`src/rtl/tcbst_pkg.sv`:
```
// ----------------------------------------------------------------------------
// tcbst_pkg: shared types and constants of the TCB spline tangent stream
// Field widths, fixed-point formats, mode codes and the output clamp.
// ----------------------------------------------------------------------------
package tcbst_pkg;

    // Coordinate and register formats
    localparam int COORD_WIDTH = 16;
    localparam int FRAC_BITS   = 14;
    localparam int REG_WIDTH   = 16;
    localparam int REG_FRAC    = 14;
    localparam int OUT_WIDTH   = 21;
    localparam int NUM_LANES   = 3;

    // Configuration port
    localparam int CFG_IDX_W = 2;
    localparam logic [CFG_IDX_W-1:0] REG_TENSION    = 2'd0;
    localparam logic [CFG_IDX_W-1:0] REG_CONTINUITY = 2'd1;
    localparam logic [CFG_IDX_W-1:0] REG_BIAS       = 2'd2;

    // Weight arithmetic: three (1 +- x) factors of REG_WIDTH+1 bits
    localparam int FACT_W  = REG_WIDTH + 1;
    localparam int P1_W    = 2 * FACT_W;
    localparam int P2_W    = P1_W + FACT_W;
    localparam int W_SHIFT = 3 * REG_FRAC + 1 - FRAC_BITS;
    localparam int WGT_W   = P2_W - W_SHIFT + 1;

    // Lane arithmetic
    localparam int CHORD_W = COORD_WIDTH + 1;
    localparam int PROD_W  = CHORD_W + WGT_W;
    localparam int RND_W   = PROD_W - FRAC_BITS + 1;
    localparam int SUM_W   = RND_W + 1;
    localparam int EXT_A   = (SUM_W > CHORD_W) ? SUM_W : CHORD_W;
    localparam int EXT_W   = (EXT_A > OUT_WIDTH) ? EXT_A : OUT_WIDTH;

    // How a tangent is formed
    localparam logic [1:0] MODE_ZERO     = 2'd0;
    localparam logic [1:0] MODE_CHORD    = 2'd1;
    localparam logic [1:0] MODE_WEIGHTED = 2'd2;

    typedef struct packed {
        logic [WGT_W-1:0] wa;
        logic [WGT_W-1:0] wb;
    } t_weights;

    typedef struct packed {
        logic       adv;
        logic       upd_newer;
        logic       upd_older;
        logic [1:0] mode;
    } t_lane_ctl;

    function automatic logic [OUT_WIDTH-1:0] sat_out(input logic signed [EXT_W-1:0] v);
        logic signed [EXT_W-1:0] hi;
        logic signed [EXT_W-1:0] lo;
        hi = EXT_W'((64'sd1 <<< (OUT_WIDTH - 1)) - 64'sd1);
        lo = EXT_W'(-(64'sd1 <<< (OUT_WIDTH - 1)));
        if (v > hi) begin
            return hi[OUT_WIDTH-1:0];
        end else if (v < lo) begin
            return lo[OUT_WIDTH-1:0];
        end
        return v[OUT_WIDTH-1:0];
    endfunction

endpackage

```
`src/rtl/tcbst_weight.sv`:
```
// ----------------------------------------------------------------------------
// tcbst_weight: TCB weight unit
// Free-running three-stage pipe forming the incoming and outgoing weights
// from tension, continuity and bias, rounded to FRAC_BITS fraction bits.
// ----------------------------------------------------------------------------
module tcbst_weight (
    input  logic                                   i_clk,
    input  logic signed [tcbst_pkg::REG_WIDTH-1:0] i_tension,
    input  logic signed [tcbst_pkg::REG_WIDTH-1:0] i_continuity,
    input  logic signed [tcbst_pkg::REG_WIDTH-1:0] i_bias,
    output tcbst_pkg::t_weights                    o_wgt
);

    localparam int FW = tcbst_pkg::FACT_W;
    localparam int P1 = tcbst_pkg::P1_W;
    localparam int P2 = tcbst_pkg::P2_W;
    localparam int SH = tcbst_pkg::W_SHIFT;
    localparam logic signed [FW-1:0] ONE = FW'(1) <<< tcbst_pkg::REG_FRAC;
    localparam logic [P2:0] HALF = (P2 + 1)'(1) << (SH - 1);

    logic signed [FW-1:0] w_t_one;
    logic signed [FW-1:0] w_c_pos;
    logic signed [FW-1:0] w_c_neg;
    logic signed [FW-1:0] w_b_pos;
    logic signed [FW-1:0] w_b_neg;

    logic signed [P1-1:0] r_p1a;
    logic signed [P1-1:0] r_p1b;
    logic signed [FW-1:0] r_b_pos;
    logic signed [FW-1:0] r_b_neg;
    logic signed [P2-1:0] r_p2a;
    logic signed [P2-1:0] r_p2b;
    logic        [P2:0]   w_rnd_a;
    logic        [P2:0]   w_rnd_b;
    tcbst_pkg::t_weights  r_wgt;

    // (1 - t), (1 +- c), (1 +- b)
    assign w_t_one = ONE - FW'(i_tension);
    assign w_c_pos = ONE + FW'(i_continuity);
    assign w_c_neg = ONE - FW'(i_continuity);
    assign w_b_pos = ONE + FW'(i_bias);
    assign w_b_neg = ONE - FW'(i_bias);

    always_ff @(posedge i_clk) begin
        r_p1a   <= w_t_one * w_c_pos;
        r_p1b   <= w_t_one * w_c_neg;
        r_b_pos <= w_b_pos;
        r_b_neg <= w_b_neg;
    end

    always_ff @(posedge i_clk) begin
        r_p2a <= r_p1a * r_b_pos;
        r_p2b <= r_p1b * r_b_neg;
    end

    // Round to nearest, ties upward; the 0.5 factor sits in the shift
    assign w_rnd_a = {r_p2a[P2-1], r_p2a} + HALF;
    assign w_rnd_b = {r_p2b[P2-1], r_p2b} + HALF;

    always_ff @(posedge i_clk) begin
        r_wgt.wa <= w_rnd_a[P2:SH];
        r_wgt.wb <= w_rnd_b[P2:SH];
    end

    assign o_wgt = r_wgt;

endmodule

```
`config.mk`:
```
export PLATFORM = sky130hd
export DESIGN_NAME = tcbst_weight
export DESIGN_NICKNAME = d
export VERILOG_FILES = /design/src/rtl/tcbst_pkg.sv /design/src/rtl/tcbst_weight.sv
export SDC_FILE = /design/constraint.sdc
export NUM_CORES = 2
export LEC_CHECK = 0
export BUFFER_PORTS_ARGS = -buffer_cell sky130_fd_sc_hd__buf_2
export CORE_MARGIN = 3
export CORE_UTILIZATION = 65
export DETAILED_ROUTE_END_ITERATION = 10
export HOLD_SLACK_MARGIN = 0.06
export PLACE_DENSITY = 0.82
export SYNTH_ARGS = -nofsm -noshare
export SYNTH_HDL_FRONTEND = slang
export SYNTH_SLANG_ARGS = --single-unit
```
`constraint.sdc`:
```
create_clock -name i_clk -period 10.59 [get_ports i_clk]
set_input_delay 1.059 -clock i_clk [delete_from_list [all_inputs] [get_ports i_clk]]
set_output_delay 1.059 -clock i_clk [all_outputs]
set_load 0.005 [all_outputs]
```
==> reports/metrics.csv <==
metric,value,unit
fin crit period,9060,ps
RSZ-0062 raised after global routing,false,
FP Rows,114,
Buf/Inv on CP,6,
cts hold-fix bufs,0,
Hold Path Class,flip-flop to flip-flop,
fillers,7263,
Avg WL per Cell,19.9,um
Worst Setup SP,i_tension[0],
Die ar.,0.102,mm^2
Synthesis Warnings,0,
area grow syn2layout,3.87,%
pin count of the biggest net entering global routing,67,
Synth cell types,64,
total core area,0.0971,mm^2
Clock Tree Root,clkbuf_16,
CTS Sinks,192,
max cap viols,0,
Post-CTS Setup Inserts,0,
Slew Limit Fails,0,
DR vias/cell,5.70,
fin crit share,85.6,%
reg2reg end,r_p2b[45],
Ports,95,
overall die height,320,um
drt pass-1 iters,7,
post-synth top area cell,fa_1,
slack of the worst reg-to-reg path,2520,ps
via count,45826,
CTS H-tree depth,4,
mean post-synth cell area,9.37,um^2
worst hold path depth,2,
First DRT Iteration DRCs,3466,
Hold EP,o_wgt[45],
"critical path fanouts, max",11,
Post-synth EDFFs,0,
Most common cell on crit path,fa_1,
DP HPWL,127000,um
Slew headroom,16.8,%
status,"complete, no violations",
Clock Skew,15.4,ps
share of the synthesized area in the top cell type,53.0,%
DRT antenna net count,0,
die width,320,um
Worst R2R Path Depth,21,
ys async rst share,0,%
Startpoint Class,primary input,
critical path class,primary input to flip-flop,
prevailing post-synth register cell,dfxtp_1,
clock latency on the worst-skew pair,510,ps
worst slew pin tran,1240,ps
first-pass GRT wire length,266000,um
Bufs on Longest Clock Path,2,
endpoint class of the critical path,flip-flop,
# DRC,0,
area occupied by multi-input gates,0.0529,mm^2
Fin Setup TNS,0,ps
Slowest cell on crit path,a2111oi_1,
Final setup viols,0,
Seq. cell area,0.00386,mm^2
"slowest stage delay, CP",680,ps
PostCTS Resize Cnt,0,
overall routed net length,160000,um
routability cong.,1.02,
critical path data arrival time,9450,ps
clock slew at reported path FFs,80,ps
clock buffer count from CTS,17,
hold path startpoint,r_p2a[50],
Mapped Cells,6824,
TritonCTS clock tree,yes,
vias in the first global route,52213,
Netlist Area Pre-Place,0.0639,mm^2
Initial Util,65.8,%
RR Startpoint,r_b_neg[3],
Yosys reg bits,192,
number of antenna violations at the first check in global routing,1,
Synth area leaders,"fa_1 53%, inv_1 9.7%, ha_1 8.0%",
Buffers on Ports,94,
GR Overflow Total,0,
CP top delay family,adder cells,
fraction of layout cells with a size suffix above 1,3.80,%
CP required,10980,ps
sequential share of the synthesized area,6.01,%
Max Freq,110,MHz
final hold violations,0,
NumNets Final,8899,
Overall Global Routing Usage,33.1,%
"Net Count, Synth",8975,
cells in the mapped netlist (4+ instances only):
| master | number |
|---|---|
| nand2_1 | 1053 |
| a41oi_1 | 5 |
| a21boi_0 | 5 |
| o21ai_0 | 52 |
| a21oi_1 | 97 |
| a21o_1 | 61 |
| a211oi_1 | 15 |
| o31ai_1 | 5 |
| o21bai_1 | 11 |
| and3_1 | 26 |
| xnor2_1 | 180 |
| nor4_1 | 14 |
| inv_1 | 1654 |
| or2_2 | 4 |
| ha_1 | 410 |
| or3_1 | 5 |
| nor3_1 | 28 |
| nor2b_1 | 23 |
| nand2b_1 | 79 |
| a31o_2 | 4 |
| xor2_1 | 59 |
| clkbuf_1 | 279 |
| nand4_1 | 19 |
| nor2_1 | 175 |
| fa_1 | 1692 |
| nand3_1 | 46 |
| o211ai_1 | 8 |
| a211o_1 | 5 |
| nand3b_1 | 4 |
| and4_1 | 4 |
| nor3b_1 | 4 |
| a31oi_1 | 11 |
| o21a_1 | 12 |
| dfxtp_1 | 192 |
| and2_1 | 541 |
placed cells by master (no fill, tap or decap), drive strengths merged, types with 4 or more instances in the layout:
master  instances
o211ai          8
nand2        1053
nor4           15
nand4          19
and3           26
nor3b           4
a21oi          97
a21o           61
nand3b          4
inv          1660
a31o            4
nor2          175
or2             4
a41oi           5
nand2b         79
a31oi          11
a211o           5
a211oi         16
nor2b          23
dfxtp         192
o21a           12
or3             5
xnor2         180
o21ai          55
clkinv          7
and4            4
o31ai           5
and2          542
buf           185
a21boi          5
ha            410
nand3          46
nor3           28
xor2           59
o21bai         11
clkbuf         18
fa           1692
worst max path at each step:
| stage | to | depth (start not counted) | slack (ps) |
|---|---|---|---|
| after CTS | r_p1a[33] | 30 | 1610 |
| after detailed placement | r_p1a[33] | 30 | 1100 |
| after global placement | r_p1a[33] | 30 | 1300 |
| after floorplan | r_p1b[33] | 31 | 1680 |
| after global routing | r_p1a[33] | 30 | 1100 |
| final | r_p1a[33] | 30 | 1530 |
worst min-delay path: cells and delay by family (launching register included):
kind                   cells  cell delay (ps)
AO/OA/AOI/OAI              1               30
flip-flops                 1              330
buffers and inverters      1               50
sequential cells by signal (all words and copies together), names as in the netlist:
signal	count
r_p2b	23
r_p2a	23
r_b_neg	17
o_wgt	46
r_p1a	33
r_b_pos	16
r_p1b	34
stage by stage:
stage | area, um^2 | util [%] | setup WS [ps] | hold WS (ps) | instances
2_1_floorplan | 63900 | - | 1680 | 421 | 6824
3_3_place_gp | 65800 | 67.7 | 1300 | 438 | 8005
3_5_place_dp | 65800 | 67.7 | 1100 | 444 | 8005
4_1_cts | 66400 | 68.3 | 1610 | 451 | 8037
5_1_grt | 66400 | 68.3 | 1100 | 473 | 8037
6_report | 66400 | 68.3 | 1530 | 446 | 8038
cell type report:
class	instances	area share, %
inverter	1655	9.36
antenna	1	0.00377
clock buffer	18	0.646
clock inverter	14	0.286
sequential	192	5.82
timing repair buffer	185	1.74
multi-input combinational	4697	79.7
tap	1276	2.41
metal layers:
layer	GRT usage [%]	vias up	share of wire, %
met5	0	-	0
met4	14.6	0	5.0
met3	6.29	611	9.3
met2	57.3	2403	50
met1	40.8	23308	36
li1	-	19504	-
logic make-up (layout without fill, tap and decap cells):
kind of cell | Yosys count | after routing | synth area share (%)
adder cells (fa/ha/maj) | 2102 | 2102 | 61.0
AO/OA/AOI/OAI | 321 | 321 | 3.27
flip-flops | 192 | 192 | 6.01
XOR/XNOR | 239 | 239 | 3.28
other | 0 | 1 | 0
buffers and inverters | 1935 | 1872 | 11.4
multiplexers | 1 | 1 | 0.0157
AND/OR/NAND/NOR | 2034 | 2034 | 15.0
Power is left out: the tool's default activity adds up to more than one toggle a clock period on the data nets, which glitch-free logic cannot reach.
