File: src/rtl/tcbst_pkg.sv
// ----------------------------------------------------------------------------
// tcbst_pkg: shared types and constants of the TCB spline tangent stream
// Field widths, fixed-point formats, mode codes and the output clamp.
// ----------------------------------------------------------------------------
package tcbst_pkg;

    // Coordinate and register formats
    localparam int COORD_WIDTH = 16;
    localparam int FRAC_BITS   = 14;
    localparam int REG_WIDTH   = 16;
    localparam int REG_FRAC    = 14;
    localparam int OUT_WIDTH   = 21;
    localparam int NUM_LANES   = 3;

    // Configuration port
    localparam int CFG_IDX_W = 2;
    localparam logic [CFG_IDX_W-1:0] REG_TENSION    = 2'd0;
    localparam logic [CFG_IDX_W-1:0] REG_CONTINUITY = 2'd1;
    localparam logic [CFG_IDX_W-1:0] REG_BIAS       = 2'd2;

    // Weight arithmetic: three (1 +- x) factors of REG_WIDTH+1 bits
    localparam int FACT_W  = REG_WIDTH + 1;
    localparam int P1_W    = 2 * FACT_W;
    localparam int P2_W    = P1_W + FACT_W;
    localparam int W_SHIFT = 3 * REG_FRAC + 1 - FRAC_BITS;
    localparam int WGT_W   = P2_W - W_SHIFT + 1;

    // Lane arithmetic
    localparam int CHORD_W = COORD_WIDTH + 1;
    localparam int PROD_W  = CHORD_W + WGT_W;
    localparam int RND_W   = PROD_W - FRAC_BITS + 1;
    localparam int SUM_W   = RND_W + 1;
    localparam int EXT_A   = (SUM_W > CHORD_W) ? SUM_W : CHORD_W;
    localparam int EXT_W   = (EXT_A > OUT_WIDTH) ? EXT_A : OUT_WIDTH;

    // How a tangent is formed
    localparam logic [1:0] MODE_ZERO     = 2'd0;
    localparam logic [1:0] MODE_CHORD    = 2'd1;
    localparam logic [1:0] MODE_WEIGHTED = 2'd2;

    typedef struct packed {
        logic [WGT_W-1:0] wa;
        logic [WGT_W-1:0] wb;
    } t_weights;

    typedef struct packed {
        logic       adv;
        logic       upd_newer;
        logic       upd_older;
        logic [1:0] mode;
    } t_lane_ctl;

    function automatic logic [OUT_WIDTH-1:0] sat_out(input logic signed [EXT_W-1:0] v);
        logic signed [EXT_W-1:0] hi;
        logic signed [EXT_W-1:0] lo;
        hi = EXT_W'((64'sd1 <<< (OUT_WIDTH - 1)) - 64'sd1);
        lo = EXT_W'(-(64'sd1 <<< (OUT_WIDTH - 1)));
        if (v > hi) begin
            return hi[OUT_WIDTH-1:0];
        end else if (v < lo) begin
            return lo[OUT_WIDTH-1:0];
        end
        return v[OUT_WIDTH-1:0];
    endfunction

endpackage

File: src/rtl/tcbst_lane.sv
// ----------------------------------------------------------------------------
// tcbst_lane: one coordinate lane
// Holds the two previous coordinates, forms both chords, weights them and
// delivers the clamped tangent component of the item in its last stage.
// ----------------------------------------------------------------------------
module tcbst_lane (
    input  logic                                      i_clk,
    input  tcbst_pkg::t_lane_ctl                      i_ctl,
    input  tcbst_pkg::t_weights                       i_wgt,
    input  logic signed [tcbst_pkg::COORD_WIDTH-1:0]  i_point,
    output logic        [tcbst_pkg::OUT_WIDTH-1:0]    o_tangent
);

    localparam int CW  = tcbst_pkg::COORD_WIDTH;
    localparam int DW  = tcbst_pkg::CHORD_W;
    localparam int PW  = tcbst_pkg::PROD_W;
    localparam int RW  = tcbst_pkg::RND_W;
    localparam int SW  = tcbst_pkg::SUM_W;
    localparam int EW  = tcbst_pkg::EXT_W;
    localparam int FB  = tcbst_pkg::FRAC_BITS;
    localparam logic [PW:0] HALF = (PW + 1)'(1) << (FB - 1);

    logic signed [CW-1:0] r_newer;
    logic signed [CW-1:0] r_older;
    logic signed [DW-1:0] w_din;
    logic signed [DW-1:0] w_dout;

    logic signed [DW-1:0] r_din  [3];
    logic signed [DW-1:0] r_dout [3];
    logic signed [PW-1:0] r_pa;
    logic signed [PW-1:0] r_pb;
    logic signed [DW-1:0] r_dout4;

    logic        [PW:0]   w_rnd_a;
    logic        [PW:0]   w_rnd_b;
    logic signed [RW-1:0] w_ra;
    logic signed [RW-1:0] w_rb;
    logic signed [SW-1:0] w_sum;
    logic signed [EW-1:0] w_ext;

    always_ff @(posedge i_clk) begin
        if (i_ctl.upd_older) begin
            r_older <= r_newer;
        end
        if (i_ctl.upd_newer) begin
            r_newer <= i_point;
        end
    end

    assign w_din  = DW'(r_newer) - DW'(r_older);
    assign w_dout = DW'(i_point) - DW'(r_newer);

    // Chords wait two stages for the weights of the current registers
    always_ff @(posedge i_clk) begin
        if (i_ctl.adv) begin
            r_din[0]  <= w_din;
            r_dout[0] <= w_dout;
            r_din[1]  <= r_din[0];
            r_dout[1] <= r_dout[0];
            r_din[2]  <= r_din[1];
            r_dout[2] <= r_dout[1];
            r_pa      <= r_din[2] * $signed(i_wgt.wa);
            r_pb      <= r_dout[2] * $signed(i_wgt.wb);
            r_dout4   <= r_dout[2];
        end
    end

    assign w_rnd_a = {r_pa[PW-1], r_pa} + HALF;
    assign w_rnd_b = {r_pb[PW-1], r_pb} + HALF;
    assign w_ra    = $signed(w_rnd_a[PW:FB]);
    assign w_rb    = $signed(w_rnd_b[PW:FB]);
    assign w_sum   = SW'(w_ra) + SW'(w_rb);

    always_comb begin
        unique case (i_ctl.mode)
            tcbst_pkg::MODE_CHORD:    w_ext = EW'(r_dout4);
            tcbst_pkg::MODE_WEIGHTED: w_ext = EW'(w_sum);
            default:                  w_ext = '0;
        endcase
    end

    assign o_tangent = tcbst_pkg::sat_out(w_ext);

endmodule
File: config.mk
export PLATFORM = sky130hd
export DESIGN_NAME = tcbst_lane
export DESIGN_NICKNAME = d
export VERILOG_FILES = /design/src/rtl/tcbst_pkg.sv /design/src/rtl/tcbst_lane.sv
export SDC_FILE = /design/constraint.sdc
export NUM_CORES = 2
export LEC_CHECK = 0
export BUFFER_PORTS_ARGS = -buffer_cell sky130_fd_sc_hd__buf_2
export CELL_PAD_IN_SITES_DETAIL_PLACEMENT = 1
export CELL_PAD_IN_SITES_GLOBAL_PLACEMENT = 1
export CORE_MARGIN = 3
export CORE_UTILIZATION = 48
export CTS_BUF_LIST = sky130_fd_sc_hd__clkbuf_4
export DETAILED_ROUTE_END_ITERATION = 12
export MAX_ROUTING_LAYER = met4
export PLACE_DENSITY_LB_ADDON = 0.12
export SYNTH_ARGS = -nofsm -noshare
export SYNTH_HDL_FRONTEND = slang
export SYNTH_SLANG_ARGS = --single-unit
export TNS_END_PERCENT = 1
File: constraint.sdc
create_clock -name i_clk -period 11.2 [get_ports i_clk]
set_input_delay 2.24 -clock i_clk [delete_from_list [all_inputs] [get_ports i_clk]]
set_output_delay 2.24 -clock i_clk [all_outputs]
set_load 0.1 [all_outputs]
==> results.cfg <==
[run_status]
status = complete, no violations

[route]
dr.pass1.iters = 5
post_drt_wl_per_cell_um = 19.24
avgViaCountPerCell = 5.222
via_count = 25610
drc = 0
ant_nets = 0
drt_iter0_markers = 1218
drt_wl_total_mm = 94.36

[clock_tree]
ctsHoldBuffers = 0
clock_sinks = 205
cts_setup_buffers = 0
path_clk_slew_ns = 0.07
clock_path_buffers = 3
cts_resized = 0
cts_tree = done
root_buffer = clkbuf_4
cts_htree_levels = 2
insertion_delay_ns = 0.67
cts_buffers = 51

[synth]
syn_area_sq_um = 37410
syn_nets = 4875
ys_seq_elements = 205
ys_seq_area_frac = 0.1646
yosysWarnings = 0
yosys_most_used_dff = edfxtp_1
synth-edff-count = 205
synth_area_per_cell_sq_um = 9.883
ys_async_sr_fraction = 0
yosysUniqueCellTypes = 84
syn_inst = 3785

[sta]
fin_crit_ns = 8.391
maxSlewViolCount = 0
finalSetupViolCount = 0
max_freq_mhz = 119.2
tns_ns = 0
hold_viol = 0
clock_skew_ns = 0.03611
slew_headroom = 0.3240
worst_pin_slew_ns = 1.005
rsz0062_at_grt = no
post-route-period-util = 0.7492

[setup_path]
worst-path-max-fanout = 20
end_kind = output port
path_class = reg2out
startpoint_type = flip-flop
r2r_end = r_pa[39]
worstReg2RegStart = r_din[0][50]
worstPathArrival_ns = 6.15
startpoint = r_pb[16]
worstPathRequired_ns = 8.96
rrSetupSlack_ns = 3.47
cp-endpoint = o_tangent[19]
reg2reg_depth = 20

[die]
fp.dieW_um = 285.2
rows = 101
die-area_sq_um = 81320
ios = 89
start_util = 0.4885
chipHeight_um = 285.2
core-area_sq_um = 76580

[global_routing]
grt_pass1_vias = 29510
overflow = 0
grtUsageTotal = 0.2510
grt_pass1_wl_mm = 156.7
antenna_found_initial = 7
grt_start_max_net_pins = 65

[min_path]
worstHoldStart = r_din[0][11]
holdPathStages = 0
hp-class = reg2reg

[placed_design]
dp_cells = 4808
io_buffers = 88
gp_congestion = 0.8373
hpwl_mm = 75.99

[finish]
utilization = 0.5160
area_growth_pct = 5.626
drive_gt1_frac = 0.06615
num-nets-final = 4921
stdcell_count = 4904

[job]
cap_violations = 0
-- placed cells by master, fill, tap and decap left out, types with 4 or more instances in the layout --
master	count
clkbuf_4	79
and2_1	341
nand4_1	21
nand3_1	42
and3_1	25
nand3b_1	4
a21oi_1	69
buf_4	33
nor3_1	20
edfxtp_1	205
xnor2_1	111
a21o_1	36
xor2_1	34
o21ai_1	4
nor2b_1	16
fa_1	773
clkinv_1	10
o21a_1	14
ha_1	249
diode_2	4
o31ai_1	7
a211o_1	5
or2_2	4
a21boi_0	12
o21ai_0	41
a22oi_1	17
nand2b_1	21
buf_2	87
o21bai_1	5
nor2_1	115
o21ai_2	20
nand2_1	466
a211oi_1	11
inv_1	890
-- through the flow --
step / area, sq um / worst slack [ns] / hold slack, ns
after floorplan: 37410 / 2.988 / 0.4003
after global placement: 38850 / 2.491 / 0.4010
after detailed placement: 38850 / 2.366 / 0.4057
after CTS: 39500 / 2.735 / 0.4164
after global routing: 39510 / 2.386 / 0.4208
final: 39510 / 2.809 / 0.4133
-- cells in the mapped netlist (4+ instances only) --
| cell | count | share of area |
|---|---|---|
| a211o_1 | 5 | 0.0012 |
| a211oi_1 | 11 | 0.0022 |
| a21boi_0 | 12 | 0.0024 |
| a21o_1 | 36 | 0.0072 |
| a21oi_1 | 69 | 0.0092 |
| a22oi_1 | 17 | 0.0034 |
| and2_1 | 341 | 0.057 |
| and3_1 | 25 | 0.0042 |
| buf_6 | 5 | 0.0015 |
| clkbuf_1 | 114 | 0.011 |
| edfxtp_1 | 205 | 0.16 |
| fa_1 | 773 | 0.41 |
| ha_1 | 249 | 0.083 |
| inv_1 | 890 | 0.089 |
| nand2_1 | 466 | 0.047 |
| nand2b_1 | 21 | 0.0035 |
| nand3_1 | 42 | 0.0056 |
| nand3b_1 | 4 | 0.00080 |
| nand4_1 | 21 | 0.0035 |
| nor2_1 | 115 | 0.012 |
| nor2b_1 | 16 | 0.0027 |
| nor3_1 | 20 | 0.0027 |
| o21a_1 | 14 | 0.0028 |
| o21ai_0 | 41 | 0.0055 |
| o21ai_1 | 4 | 0.00054 |
| o21ai_2 | 20 | 0.0047 |
| o21bai_1 | 5 | 0.0010 |
| o31ai_1 | 7 | 0.0014 |
| or2_2 | 4 | 0.00067 |
| xnor2_1 | 111 | 0.026 |
| xor2_1 | 34 | 0.0080 |
-- sequential cells by signal (all words and copies together) (netlist names) --
signal / flops
r_din: 51
r_pa: 27
r_dout4: 17
r_pb: 27
r_dout: 51
r_older: 16
r_newer: 16
-- routing by layer --
metal	up-vias	routed length (um)	global-route usage
li1	11580	-	-
met3	96	3291	0.02326
met1	13510	40440	0.3243
met4	0	1615	0.04427
met2	420	49010	0.4378
met5	-	0	-
-- worst min-delay path by stage --
| stage | endpoint | slack (ns) |
|---|---|---|
| 2_1_floorplan | r_din[0][17] | 0.40 |
| 3_3_place_gp | r_din[0][22] | 0.40 |
| 3_5_place_dp | r_din[0][21] | 0.41 |
| 4_1_cts | r_din[0][28] | 0.42 |
| 5_1_grt | r_dout[0][43] | 0.42 |
| 6_report | r_din[0][28] | 0.41 |
-- worst max-delay path, cell delays in order, from the launching register on --
cell,delay [ns]
edfxtp_1,0.40
and3_1,0.19
and3_1,0.20
and2_1,0.25
and3_1,0.25
inv_1,0.07
nor3_1,0.58
nand2_1,0.14
xnor2_1,0.18
ha_1,0.46
nand3_1,0.24
o41ai_4,0.52
a21oi_2,0.12
mux2_4,0.31
o31ai_1,0.30
a32oi_2,0.14
buf_4,0.26
o21ai_2,0.36
buf_2,0.50
-- kinds of logic after synthesis --
| logic type | Yosys count | share of synthesized area |
|---|---|---|
| AO/OA/AOI/OAI | 296 | 0.05606 |
| XOR/XNOR | 145 | 0.03395 |
| adder cells (fa/ha/maj) | 1022 | 0.4970 |
| buffers and inverters | 1020 | 0.1045 |
| flip-flops | 205 | 0.1646 |
| multiplexers | 3 | 0.0009698 |
| AND/OR/NAND/NOR | 1094 | 0.1430 |
-- area by class of cell --
cell class	count	area (sq um)
fillers	8741	37070
multi-input cells	2560	27360
flip-flops and latches	205	6156
inverters	892	3348
well taps	1030	1289
repair buffers	121	694.4
clock buffers	79	593.1
clock inverters	13	61.31
diodes	4	10.01
Power is not shown: default switching activity piles up to over one toggle a cycle in this logic, so the estimate is an artifact.
